$ cat src/design/rcbe_ram.sv
module rcbe_ram #(
    parameter int WIDTH = 8,
    parameter int DEPTH = 256
) (
    input  logic                                  clk,
    input  logic                                  we,
    input  logic [((DEPTH > 1) ? $clog2(DEPTH) : 1)-1:0] waddr,
    input  logic [WIDTH-1:0]                      wdata,
    input  logic [((DEPTH > 1) ? $clog2(DEPTH) : 1)-1:0] raddr,
    output logic [WIDTH-1:0]                      rdata
);

    logic [WIDTH-1:0] mem [DEPTH];
    logic [WIDTH-1:0] rdata_reg;

    always_ff @(posedge clk)
    begin
        if (we)
        begin
            mem[waddr] <= wdata;
        end
        rdata_reg <= mem[raddr];
    end

    assign rdata = rdata_reg;

endmodule

$ cat config.mk
export PLATFORM = sky130hd
export DESIGN_NAME = rcbe_ram
export DESIGN_NICKNAME = d
export VERILOG_FILES = /design/src/design/rcbe_ram.sv
export SDC_FILE = /design/constraint.sdc
export NUM_CORES = 2
export LEC_CHECK = 0
export ABC_AREA = 1
export BUFFER_PORTS_ARGS = -buffer_cell sky130_fd_sc_hd__buf_4
export CAP_MARGIN = 20
export CORE_ASPECT_RATIO = 1.25
export CORE_MARGIN = 2
export CORE_UTILIZATION = 28
export CTS_CLUSTER_DIAMETER = 60
export DETAILED_ROUTE_END_ITERATION = 8
export GPL_TIMING_DRIVEN = 1
export HOLD_SLACK_MARGIN = 0.02
export SKIP_CTS_REPAIR_TIMING = 1
export SLEW_MARGIN = 0
export SYNTH_ARGS = -nofsm -noshare
export SYNTH_HDL_FRONTEND = slang
export SYNTH_SLANG_ARGS = --single-unit
$ cat constraint.sdc
create_clock -name clk -period 4.2 [get_ports clk]
set_input_delay 0.21 -clock clk [delete_from_list [all_inputs] [get_ports clk]]
set_output_delay 0.21 -clock clk [all_outputs]
set_load 0.02 [all_outputs]
=== Word-level counts from Yosys, hierarchy flattened ===
Memory sizes are Yosys's and may differ from the RTL's. A register that Yosys moved wholly into a read port is not among the register bits.
Cells that the tools add are included.
Widths: inputs -> output; s select.

* Mux-type cells: 2

{| class="wikitable"
|+ Operators with widths
! cell !! count
|-
| $mux 1 || 2
|}

* Bits in registers: 0
* Memory bits (writable): 2048
* Input port bits: 26
* Logic and storage cells: 3
* Memories: 1

{| class="wikitable"
|+ Memories
! memory !! depth !! bits a word !! read ports !! clocked after Yosys merged registers in !! wr ports !! RTL line !! text
|-
| mem || 256 || 8 || 1 || 1 || 1 || 13 || <nowiki>logic [WIDTH-1:0] mem [DEPTH];</nowiki>
|}

=== Logic depth before layout (Yosys ltp) ===
* Word-level depth: 2
* Gate-level depth with buffers: 15

=== Worst setup path after synthesis ===
No wires, ideal clock.

* Path kind: input port to flip-flop
* From: input we
* To: memory mem[162][0], enable pin
* Library setup time: 0.370 ns
* Data arrival time: 1.331 ns
* Required time: 3.830 ns
* Path slack: 2.499 ns
* Stages on the path: 4
* Path buffers: 2
* Cell sequence: clkbuf_1 nand3_1 clkbuf_1 nor2_1

* Word-level cells in the longest chain between the ends: 2

{| class="wikitable"
|+ RTL lines
! item !! RTL line !! text
|-
| start: declaration || 6 || <nowiki>input logic we,</nowiki>
|-
| $mux 1 || 18 || <nowiki>if (we)</nowiki>
|-
| $mux 1 (implied by the code) || 20 || <nowiki>mem[waddr] <= wdata;</nowiki>
|-
| end: declaration || 13 ||
|}

No other way between the ends.

==> run_results.csv <==
group,metric,value,unit
flow_run,drv_cap,0,
timing,worst_pin_slew,1180,ps
routing,drt_iter0_drc,6223,
die,die_h,614,um
clock_tree,tritoncts,"built",
power_and_ir_drop,p_int,33.0,mW
grt,grt.total_usage,0.152,
synth,seq_area_frac_synth,0.739,
power_and_ir_drop,seqPwrFrac,0.532,
synth,syn_area_per_cell,11.9,um2
synth,synth.distinct_cells,14,
clock_tree,numCtsBuffers,193,
timing,drv_slew,0,
grt,overflow,0,
timing,setup_tns,0,ps
place,numPortBuffers,33,
clock_tree,cts_max_level,4,
timing,period_share,0.686,
synth,synth_compound_area_frac,0,
die,fp.dieArea,302000,um2
place,place_congestion,0.869,
place,placedCellCount,10628,
power_and_ir_drop,p_sw_frac,0.225,
routing,firstDrtPassIters,6,
clock_tree,clock-sinks,2056,
synth,syn-cell-area,83400,um2
die,start_util,0.281,
timing,finalHoldViolations,0,
clock_tree,path_clk_slew,70,ps
routing,post_drt_wl_per_cell,21.6,um
critical_path,crit_path_end_kind,"register",
grt,grt_pass1_vias,52711,
power_and_ir_drop,p_switching,9.58,mW
layout,final_area,93900,um2
die,fp.dieW,492,um
synth,ys_warn_count,0,
synth,synth-adder-area-share,0,
critical_path,crit_type,"in -> reg",
hold_path,hold_path_class,"in -> reg",
die,io-pin-count,34,
critical_path,cp-start-kind,"input pin",
routing,dr_total_vias,54124,
layout,syn2layout_area_growth,12.6,%
timing,skew,66.8,ps
synth,synth_commonest_cells,"nand2_1 (2123), edfxtp_1 (2048), nand3_1 (2019)",
place,dp_hpwl,136,mm
synth,synthMuxAreaShare,0,
power_and_ir_drop,p_leak,31.5,nW
die,core,297000,um2
layout,fin_util,0.316,
synth,yosysMostFrequentCell,"nand2_1",
synth,async_reset_ff_frac,0,
layout,multiInputGateArea,19100,um2
critical_path,arrival,3680,ps
layout,fin_cells,10979,
power_and_ir_drop,pwr-share-clk,0.406,
layout,regArea,61700,um2
power_and_ir_drop,powerDensity,453,nW/um2
critical_path,required,5000,ps
layout,largest_register_ffs,2048,
synth,yosys.area_share.simple,0.229,
synth,synth_area_leaders,"edfxtp_1 (74%), nand3_1 (12%), nand2_1 (9.6%)",
critical_path,worstPathMaxFanout,144,
timing,max_slew_margin,0.210,
synth,synth_top_cell_by_area,"edfxtp_1",
synth,synth_top_area_share,0.737,
synth,synth-seq-cells,2056,
routing,ant_nets,0,
routing,via_per_inst,4.93,
grt,antenna_found_initial,9,
layout,fill_cells,29600,
clock_tree,cts_buffer_depth,4,
timing,rsz0062_at_grt,"no",
routing,drc,0,
die,rows,224,
timing,finalCriticalPeriod,2880,ps
timing,setup_viol,0,
clock_tree,clk_latency,850,ps
outcome,status,"completed",
grt,grt_max_degree,148,
clock_tree,clockRootBuffer,"clkbuf_16",
layout,nets,6901,
routing,drt_wl_total,237,mm
power_and_ir_drop,irDropWorstVdd,0.343,mV
synth,synth_ff_type,"edfxtp_1",
synth,synth_top_family_by_area,"simple AND/OR/NAND/NOR gates",
synth,synth-edff-count,2048,
power_and_ir_drop,pwr-share-comb,0.061,
layout,drive_above_1_share,0.0598,
grt,grt_pass1_wl,349,mm
timing,clock.fmax,347,MHz
place,post_dp_cell_area,87700,um2
synth,synth_fp_nets,7029,
synth,synthCells,7003,
synth,synthXorXnorAreaFrac,0,
logic make-up (layout without fill, tap and decap cells):
logic type,Yosys count,after routing
AND/OR/NAND/NOR,4425,4425
flip-flops,2056,2056
buffers and inverters,522,542
other,0,1
power groups by stage:
stage,Sequential (mW),Combinational [mW],Clock [mW]
2_1_floorplan,23.1,1.40,0
3_3_place_gp,23.1,2.57,0
3_5_place_dp,23.1,2.60,0
4_1_cts,22.7,2.60,17.5
5_1_grt,22.6,2.81,18.2
6_report,22.7,2.61,17.3
final timing paths:
path	cells after the start	startpoint	slack, ps	endpoint
setup / recovery	14	raddr[0]	1320	rdata[0]
hold / removal	1	wdata[4]	40	mem[169][4]
setup reg to reg	11	mem[199][0]	1760	rdata[0]
hold reg to reg	10	mem[84][5]	1060	rdata[5]
stage by stage:
| stage | hold WS [ps] | setup slack [ps] | total power, mW |
|---|---|---|---|
| floorplan | 309 | 2500 | 24.5 |
| global route | 31.0 | 1320 | 43.7 |
| detailed placement | 591 | 1000 | 25.7 |
| global placement | 587 | 983 | 25.7 |
| CTS | -279 | 1860 | 42.7 |
| finish | 39.7 | 1320 | 42.6 |
placed cells by master (no fill, tap or decap):
cell,synthesis,layout
inv_8,0,3
clkinv_2,0,32
dlygate4sd3_1,0,7
clkbuf_8,0,3
inv_1,36,34
buf_4,46,99
clkinv_4,0,2
buf_12,0,43
clkbuf_16,0,194
bufinv_16,0,20
inv_16,0,2
nor2_1,283,283
clkinv_1,0,44
buf_8,1,11
diode_2,0,1
inv_4,1,1
clkinv_8,0,2
clkbuf_1,112,37
inv_6,0,3
clkinvlp_4,0,4
dfxtp_1,8,8
edfxtp_1,2048,2048
nand3_1,2019,2019
inv_2,2,1
nand2_1,2123,2123
metal layers:
metal / vias up / track usage / wire [um]
met1: 26898 / 0.186 / 91000
met4: 4 / 0.0761 / 12900
met2: 2158 / 0.259 / 117000
met3: 511 / 0.0220 / 15900
met5: - / 0 / 26
li1: 24553 / - / -
layout make-up:
class / count / share of cell area
Antenna cell: 1 / 0.0000267
Clock inverter: 109 / 0.0113
Clock buffer: 234 / 0.0536
Timing Repair Buffer: 160 / 0.0196
Inverter: 39 / 0.00192
Multi-Input combinational cell: 4425 / 0.204
Sequential cell: 2056 / 0.657
Tap cell: 3955 / 0.0527
worst max-delay path, cell delays in order:
cell	delay, ps
buf_8	180
inv_16	600
buf_4	400
nand2_1	90
nand3_1	80
nand3_1	130
nand3_1	120
nand3_1	200
nand3_1	200
nand3_1	260
nand2_1	240
nand2_1	100
nand2_1	70
dlygate4sd3_1	540
(Power assumes the default switching activity.)
