File: config.mk
export PLATFORM = sky130hd
export DESIGN_NAME = rcbe_mod_unit
export DESIGN_NICKNAME = d
export VERILOG_FILES = /design/src/design/rcbe_pkg.sv /design/src/design/rcbe_mod_unit.sv
export SDC_FILE = /design/constraint.sdc
export NUM_CORES = 1
export LEC_CHECK = 0
export ABC_AREA = 1
export BUFFER_PORTS_ARGS = -buffer_cell sky130_fd_sc_hd__clkbuf_2
export CELL_PAD_IN_SITES_DETAIL_PLACEMENT = 1
export CELL_PAD_IN_SITES_GLOBAL_PLACEMENT = 1
export CORE_MARGIN = 3
export CORE_UTILIZATION = 43
export CTS_BUF_LIST = sky130_fd_sc_hd__clkbuf_16
export DETAILED_ROUTE_END_ITERATION = 12
export PLACE_DENSITY = 0.81
export SETUP_SLACK_MARGIN = 0.4
export SYNTH_ARGS = -nofsm -noshare
export SYNTH_HDL_FRONTEND = slang
export SYNTH_SLANG_ARGS = --single-unit
File: constraint.sdc
create_clock -name clk -period 2.2 [get_ports clk]
set_input_delay 0.11 -clock clk [delete_from_list [all_inputs] [get_ports clk]]
set_output_delay 0.11 -clock clk [all_outputs]
set_load 0.05 [all_outputs]
File: src/design/rcbe_pkg.sv
package rcbe_pkg;

    // width of the message step counter
    localparam int CNT_W = 32;

    // handshake back from the shared remainder unit
    typedef struct packed {
        logic done;
        logic rem_zero;
    } mod_status_t;

endpackage

File: src/design/rcbe_mod_unit.sv
module rcbe_mod_unit #(
    parameter int DIV_W = 12
) (
    input  logic                          clk,
    input  logic                          rst_n,
    input  logic                          start,
    input  logic [rcbe_pkg::CNT_W-1:0]    dividend,
    input  logic [DIV_W-1:0]              divisor,
    output rcbe_pkg::mod_status_t         status
);

    localparam int BW = $clog2(rcbe_pkg::CNT_W);

    logic                       busy_reg, busy_next;
    logic                       done_reg, done_next;
    logic [BW-1:0]              bit_reg, bit_next;
    logic [rcbe_pkg::CNT_W-1:0] dvd_reg, dvd_next;
    logic [DIV_W-1:0]           div_reg, div_next;
    logic [DIV_W-1:0]           rem_reg, rem_next;

    logic [DIV_W:0]             trial;
    logic [DIV_W:0]             trial_sub;
    logic [DIV_W-1:0]           rem_step;

    // restoring remainder, one dividend bit per cycle
    always_comb
    begin
        trial     = {rem_reg, dvd_reg[rcbe_pkg::CNT_W-1]};
        trial_sub = trial - {1'b0, div_reg};
        if (trial >= {1'b0, div_reg})
        begin
            rem_step = trial_sub[DIV_W-1:0];
        end
        else
        begin
            rem_step = trial[DIV_W-1:0];
        end
    end

    always_comb
    begin
        busy_next = busy_reg;
        done_next = 1'b0;
        bit_next  = bit_reg;
        dvd_next  = dvd_reg;
        div_next  = div_reg;
        rem_next  = rem_reg;
        if (start)
        begin
            busy_next = 1'b1;
            bit_next  = '0;
            dvd_next  = dividend;
            div_next  = divisor;
            rem_next  = '0;
        end
        else if (busy_reg)
        begin
            rem_next = rem_step;
            dvd_next = {dvd_reg[rcbe_pkg::CNT_W-2:0], 1'b0};
            bit_next = bit_reg + 1'b1;
            if (bit_reg == BW'(rcbe_pkg::CNT_W - 1))
            begin
                busy_next = 1'b0;
                done_next = 1'b1;
            end
        end
    end

    always_ff @(posedge clk or negedge rst_n)
    begin
        if (!rst_n)
        begin
            busy_reg <= 1'b0;
            done_reg <= 1'b0;
        end
        else
        begin
            busy_reg <= busy_next;
            done_reg <= done_next;
        end
    end

    always_ff @(posedge clk)
    begin
        bit_reg <= bit_next;
        dvd_reg <= dvd_next;
        div_reg <= div_next;
        rem_reg <= rem_next;
    end

    assign status.done     = done_reg;
    assign status.rem_zero = (rem_reg == '0);

endmodule

# --- Word level (Yosys, flattened, before mapping) ---
# Index checks and enable logic that the tools add are counted.
# Widths: inputs -> output; s select.
op_classes:
  addsub: 2
  multipliers: 0
  div_mod_pow: 0
  order_cmp: 1
  n_eq_ne: 1
  n_shift: 0
  mux: 9
  bitwise_logic: 0
  n_reduce_logical: 2
ops:
  columns: ["op", "count"]
  rows:
  - ["$mux 32", 2]
  - ["$ge 13x12->1", 1]
  - ["$logic_not 12->1", 1]
  - ["$mux 12", 1]
  - ["$sub 12x12->12", 1]
  - ["$mux 1", 6]
  - ["$add 5x1->5 const B", 1]
  - ["$eq 5x5->1 const B", 1]
  - ["$reduce_bool 2->1", 1]
totals:
  register_bits: 63
  latch_bits: 0
  ram_bits: 0
  mem_bits_ro: 0
  out_inout_bits: 2
  memories: 0

# --- Depth between registers and ports, before layout ---
# Gate-level depths: netlist (run 1).
logic_depth:
  depth_word: 4
  ltp_mapped: 12
  mapped_depth_nobuf: 12

# --- Worst setup path before layout (run 1) ---
# No wires, ideal clock.
synth_path:
  kind: "register to register"
  from: "reg dvd_reg[31] (netlist name)"
  to: "reg rem_reg[6]"
  setup_time_ns: 0.113
  arrival_time_ns: 1.683
  slack_ns: 0.404
  path_stages_with_launch: 13
  period_less_slack_ns: 1.796
  path_cell_list: "edfxtp_1 inv_1 ha_1 inv_1 fa_1 nand3_1 nand3_1 nand2_1 nand2_1 xnor2_1 nand2_2 nand3_2 nand2_1"
synth_between:
  elab_chain_cells: 2
  word_cells_on_any_way: 3
  cone_classes: "add/sub (1); order compare (1); mux (1)"
synth_rtl:
  columns: ["item", "line_no", "rtl"]
  rows:
  - ["from (decl)", "rcbe_mod_unit.sv:17", "logic [rcbe_pkg::CNT_W-1:0] dvd_reg, dvd_next;"]
  - ["from (signal assigned)", "rcbe_mod_unit.sv:86", "dvd_reg <= dvd_next;"]
  - ["$sub 12x12->12 / $ge 13x12->1 (equally long branches)", "rcbe_mod_unit.sv:29, rcbe_mod_unit.sv:30", null]
  - ["$mux 12 *", "rcbe_mod_unit.sv:30", "if (trial >= {1'b0, div_reg})"]
  - ["to (signal assigned)", "rcbe_mod_unit.sv:88", "rem_reg <= rem_next;"]
  - ["to (decl)", "rcbe_mod_unit.sv:19", "logic [DIV_W-1:0] rem_reg, rem_next;"]
# Every way passes the cells marked *; elsewhere a longest branch is shown, timed or not.
# A chain may end at the register's enable or synchronous reset.

# --- Worst setup path in the final report (run 1) ---
layout_path:
  from: "reg div_reg[7]"
  to: "reg rem_reg[4]"
layout_between:
  elab_chain_cells: 2
layout_rtl:
  columns: ["item", "line_no", "rtl"]
  rows:
  - ["from (decl)", "rcbe_mod_unit.sv:18", "logic [DIV_W-1:0] div_reg, div_next;"]
  - ["from (signal assigned)", "rcbe_mod_unit.sv:87", "div_reg <= div_next;"]
  - ["$ge 13x12->1", "rcbe_mod_unit.sv:30", null]
  - ["$mux 12", "rcbe_mod_unit.sv:30", null]
# Every way passes these cells.

==> results.json, run 1 <==
{
  "max_slew_margin_pct": 66.72,
  "synth_top_area_share_pct": 36.85,
  "hold_viol": 0,
  "synth_edf_count": 44,
  "cts.sinks": 63,
  "port_buffers": 48,
  "drive_gt1_share_pct": 31.94,
  "critical_path_class": "flop to flop",
  "drtIter0Drc": 116,
  "clk_path_buf_depth": 2,
  "synth_common_cells": "164 x nand2_1, 55 x inv_1, 44 x edfxtp_1, 18 x nand3_1",
  "yosysTopAreaCell": "edfxtp_1",
  "synth.most_common_cell": "nand2_1",
  "htree_levels": 3,
  "drv_slew": 0,
  "synth-seq-cells": 63,
  "max_freq_mhz": 548.1,
  "die-width_um": 97.32,
  "syn-instance-count": 423,
  "arrival_ps": 2030,
  "rsz0062_at_grt": "yes",
  "ioPinCount": 49,
  "seq_area_frac_synth_pct": 47.73,
  "p_leak_nw": 2.236,
  "numCtsBuffers": 9,
  "grt_first_pass_wirelength_mm": 16.70,
  "core_area_um2": 7928,
  "rows": 32,
  "drtPass1Iterations": 4,
  "syn_nets": 485,
  "start_util_pct": 45.23,
  "powerDensity_nw_per_um2": 1182,
  "largest_reg_flops": 32,
  "fin_tns_setup_ps": 0,
  "syn_to_final_growth_pct": 30.46,
  "avgSynthCellArea_um2": 8.477,
  "grt_max_degree": 32,
  "yosys_warnings": 0,
  "clk_pin_slew_ps": 50,
  "wl_per_cell_um": 17.39,
  "worst_ep_required_time_ps": 2400,
  "setup_violations": 0,
  "root_buffer": "clkbuf_16",
  "critPathMaxFanout": 5,
  "fin_crit_sh_pct": 82.93,
  "grt_overflow_total": 0,
  "ir_drop_mv": 0.5312,
  "dp.cells": 568,
  "tritoncts": "done",
  "worstHoldPathType": "input port to flop",
  "fin_worst_skew_ps": 8.334,
  "antenna_found_initial": 0,
  "ant_nets": 0,
  "end_kind": "flop",
  "min_period_ps": 1825,
  "drcViolationCount": 0,
  "num_antenna_cells": 0,
  "synth_cell_types": 33,
  "wl_mm": 10.54,
  "syn_area_um2": 3586,
  "synth_flop_cell": "edfxtp_1",
  "tightest_slew_ps": 499.1,
  "status": "completed",
  "worstSkewPairLatency_ps": 320,
  "hpwl_mm": 6.641,
  "yosys-top-cells-area": "edfxtp_1 37%, nand2_1 17%, dfxtp_1 9.5%, inv_1 5.8%, ha_1 4.9%",
  "stdcell_count": 606,
  "critPathLaunchType": "flop",
  "chipHeight_um": 97.32,
  "async_flop_share_pct": 3.175,
  "grt_pass1_vias": 3493,
  "viasPerCell": 5.233,
  "nNetsFinal": 561,
  "die-area_um2": 9471,
  "vias": 3171,
  "grt_usage_pct": 22.00,
  "place_congestion": 0.8770,
  "cap_violations": 0
}
## power by group
| part | internal [W] | switching (W) |
|---|---|---|
| Clock | 0.000857 | 0.000480 |
| Sequential | 0.00146 | 0.000170 |
| Combinational | 0.00101 | 0.00155 |
## through the flow
| stage | power, W | hold WS (ps) | utilization, % | instance area (um2) | setup WS (ps) |
|---|---|---|---|---|---|
| 2_1_floorplan | 0.003142 | -185.6 | - | 3586 | 404.1 |
| 3_3_place_gp | 0.003474 | -98.12 | 49.37 | 3914 | 307.3 |
| 3_5_place_dp | 0.003560 | -97.10 | 49.37 | 3914 | 243.5 |
| 4_1_cts | 0.005249 | 49.92 | 57.65 | 4571 | 380.2 |
| 5_1_grt | 0.005859 | 64.23 | 59.01 | 4678 | 293.2 |
| 6_report | 0.005530 | 54.10 | 59.01 | 4678 | 375.5 |
## worst max-delay path, cell delays in order (launching register included)
cell	delay (ps)
edfxtp_1	370
inv_2	80
ha_4	220
nand2_4	90
inv_1	50
nand2_2	70
nand2_2	70
a21oi_4	260
buf_6	170
nand4_1	110
nand3_1	130
nand2_1	80
## final cells by class
class                           count  area (um2)
Fill cell                         935        3249
Multi-Input combinational cell    288        1799
Sequential cell                    63        1713
Timing Repair Buffer               78       534.3
Clock buffer                        9       225.2
Inverter                           59       221.5
Tap cell                          102       127.6
Clock inverter                      7       57.56
## routing by layer
layer  track usage [%]  wire length (um)  share of wire (%)  vias to the layer above
met3             3.948               560                5.3                       29
li1                  -                 -                  -                     1507
met2             38.64              5567                 53                      107
met4             11.18               294                2.8                        0
met1             25.61              4116                 39                     1528
met5                 0                 0                  0                        -
## cell families (layout without fill, tap and decap cells)
logic type	Yosys count	count (layout)	share of synthesized area (%)
and+or+nand+nor	256	257	34.44
buffers and inverters	73	153	9.176
adders and majority gates	15	15	5.443
DFF	63	63	47.73
AOI/OAI and AO/OA	11	11	1.989
xor gates and xnor gates	5	5	1.221
## path summary, 6_finish.rpt
check	startpoint	end	slack (ps)	cells past startpoint
max in group asynchronous	rst_n	busy_reg	1990	2
worst max-delay path	div_reg[7]	rem_reg[4]	380	11
min in group asynchronous	rst_n	done_reg	110	2
worst min register to register	bit_reg[4]	bit_reg[4]	500	1
worst max register to register	div_reg[7]	rem_reg[4]	380	11
worst min-delay path	dividend[30]	dvd_reg[30]	50	3
## cells in the final DEF (no fill, tap or decap), types with 2 or more instances in the layout
cell	n
nand2_1	151
clkbuf_2	48
inv_1	47
edfxtp_1	44
nand2_2	25
nand4_1	17
dfxtp_1	16
nand3_1	15
inv_2	14
nor2_1	14
nand3_2	13
dlygate4sd3_1	13
buf_4	12
ha_4	11
clkbuf_16	9
nor3_1	5
nand3_4	5
nand2_4	4
xnor2_1	4
o21ai_0	3
nor2_4	3
a21oi_1	3
ha_1	3
buf_6	3
dfrtp_1	2
clkinv_1	2
buf_12	2
## what timing repair did
action / 4_1_cts / 5_1_grt
cloned: 1 / 0
buffers inserted: 6 / 2
hold endpoints to repair: 14 / 0
pin swaps: 14 / 25
gates resized for setup: 29 / 27
setup endpoints to repair: 12 / 12
hold buffers: 13 / 0
Note: power is estimated with default switching activity, not from simulation.
==> inputs of run 2 (changes only) <==
Settings changed: CORE_UTILIZATION 43 to 39, PLACE_DENSITY 0.81 to 0.78.
Clock period 2.2 ns to 1.51 ns, I/O delays scaled along.
==> results.json, run 2 (synthesis gave the netlist of run 1 again) <==
{
  "violations": "negative hold slack, negative setup slack",
  "chipHeight_um": 101.9,
  "htree_levels": 3,
  "grt_pass1_vias": 3620,
  "syn_to_final_growth_pct": 47.56,
  "ant_nets": 0,
  "place_congestion": 0.8766,
  "core_area_um2": 8806,
  "power_switching_w": 0.003723,
  "start_util_pct": 40.72,
  "cts.sinks": 63,
  "port_buffers": 48,
  "end_kind": "flop",
  "wl_per_cell_um": 17.62,
  "drv_slew": 0,
  "critPathLaunchType": "flop",
  "hold_viol": 1,
  "worstSkewPairLatency_ps": 340,
  "max_freq_mhz": 535.7,
  "max_slew_margin_pct": 76.84,
  "cap_violations": 0,
  "min_period_ps": 1867,
  "fin_worst_skew_ps": 6.858,
  "drcViolationCount": 0,
  "fin_crit_sh_pct": 123.6,
  "most-common-layout-cells": "148 x nand2_1, 51 x buf_4, 47 x clkbuf_2, 44 x edfxtp_1, 34 x inv_1",
  "worst_ep_required_time_ps": 1740,
  "vias": 3371,
  "ioPinCount": 49,
  "hpwl_mm": 7.097,
  "viasPerCell": 5.100,
  "grt_max_degree": 32,
  "mostFrequentLayoutCell": "nand2_1",
  "critical_path_class": "flop to flop",
  "numCtsBuffers": 9,
  "worstHoldPathType": "input port to flop",
  "fin_hold_ws_ps": -1.569,
  "arrival_ps": 2090,
  "rsz0062_at_grt": "yes",
  "stdcell_area_um2": 5291,
  "tightest_slew_ps": 347.0,
  "critPathMaxFanout": 7,
  "ir_drop_mv": 0.9157,
  "root_buffer": "clkbuf_16",
  "clk_path_buf_depth": 2,
  "placed_area_um2": 4471,
  "clk_pin_slew_ps": 60,
  "drive_gt1_share_pct": 44.75,
  "rows": 34,
  "combPwrFrac_pct": 52.4,
  "powerDensity_nw_per_um2": 1831,
  "p_int_w": 0.005966,
  "grt_usage_pct": 23.17,
  "fin_ws_ps": -356.7,
  "antenna_found_initial": 1,
  "power_frac_seq_pct": 24.2,
  "largest_reg_flops": 32,
  "drtPass1Iterations": 4,
  "setup_violations": 13,
  "grt_overflow_total": 0,
  "p_leak_nw": 2.557,
  "tritoncts": "done",
  "status": "complete, but fails checks",
  "die-area_um2": 10380,
  "wl_mm": 11.65,
  "p_clk_share_pct": 23.4,
  "swShare_pct": 38.42,
  "die-width_um": 101.9,
  "nNetsFinal": 609,
  "grt_first_pass_wirelength_mm": 18.11,
  "dp_slack_ps": -290.6,
  "drtIter0Drc": 138
}
[run 2: final timing paths]
kind,cells past startpoint,start,slack [ps],to
setup / recovery,10,div_reg[10],-360,rem_reg[7]
hold / removal,3,dividend[0],-2,dvd_reg[0]
setup reg to reg,10,div_reg[10],-360,rem_reg[7]
hold reg to reg,2,dvd_reg[11],510,dvd_reg[12]
max in group asynchronous,2,rst_n,1340,busy_reg
min in group asynchronous,2,rst_n,60,done_reg
[run 2: layout make-up]
| class | instances | area, um2 |
|---|---|---|
| Multi-Input combinational cell | 287 | 1884 |
| Fill cell | 1023 | 3515 |
| Clock buffer | 9 | 225.2 |
| Tap cell | 108 | 135.1 |
| Inverter | 59 | 232.7 |
| Clock inverter | 7 | 96.34 |
| Timing Repair Buffer | 127 | 991.0 |
| Antenna cell | 1 | 2.502 |
| Sequential cell | 63 | 1724 |
[run 2: power groups by stage]
stage	Combinational [W]	Sequential [W]	Clock (W)
floorplan	0.00260	0.00233	0
global placement	0.00375	0.00233	0
detailed placement	0.00390	0.00235	0
CTS	0.00469	0.00233	0.00229
global route	0.00543	0.00237	0.00238
finish	0.00508	0.00235	0.00226
[run 2: what timing repair did]
action | CTS | global route
buffers inserted | 11 | 4
pin swaps | 14 | 21
hold buffers | 13 | 0
endpoints found under the setup margin | 47 | 50
endpoints found under the hold margin | 14 | 0
resized for setup | 48 | 26
cloned | 1 | 0
[run 2: metal layers]
| metal | vias up | share of wire, % | GRT usage, % |
|---|---|---|---|
| li1 | 1606 | - | - |
| met5 | - | 0 | 0 |
| met1 | 1621 | 40 | 27.93 |
| met4 | 0 | 3.9 | 11.00 |
| met3 | 35 | 4.9 | 4.164 |
| met2 | 109 | 51 | 40.14 |
[run 2: worst max-delay path, cell delays in order, from the launching register on]
cell      delay, ps
edfxtp_1        360
inv_2            60
ha_4            290
nand2_1         100
nor3_4          230
nand3_2         160
nand3_4         200
buf_12          140
nand3_2          70
nand3_2          90
nand2_1          50
[run 2: per-stage QoR]
| step | util [%] | total power (W) | hold WS [ps] | setup TNS (ps) | instances |
|---|---|---|---|---|---|
| after floorplan | - | 0.004934 | -220.1 | -435.7 | 423 |
| after global placement | 50.77 | 0.006078 | -138.3 | -2042 | 615 |
| after detailed placement | 50.77 | 0.006244 | -137.4 | -2715 | 615 |
| after CTS | 58.82 | 0.009308 | 0.1359 | -3009 | 656 |
| after global routing | 60.09 | 0.01018 | 12.94 | -4708 | 661 |
| final | 60.09 | 0.009690 | -1.569 | -3628 | 661 |
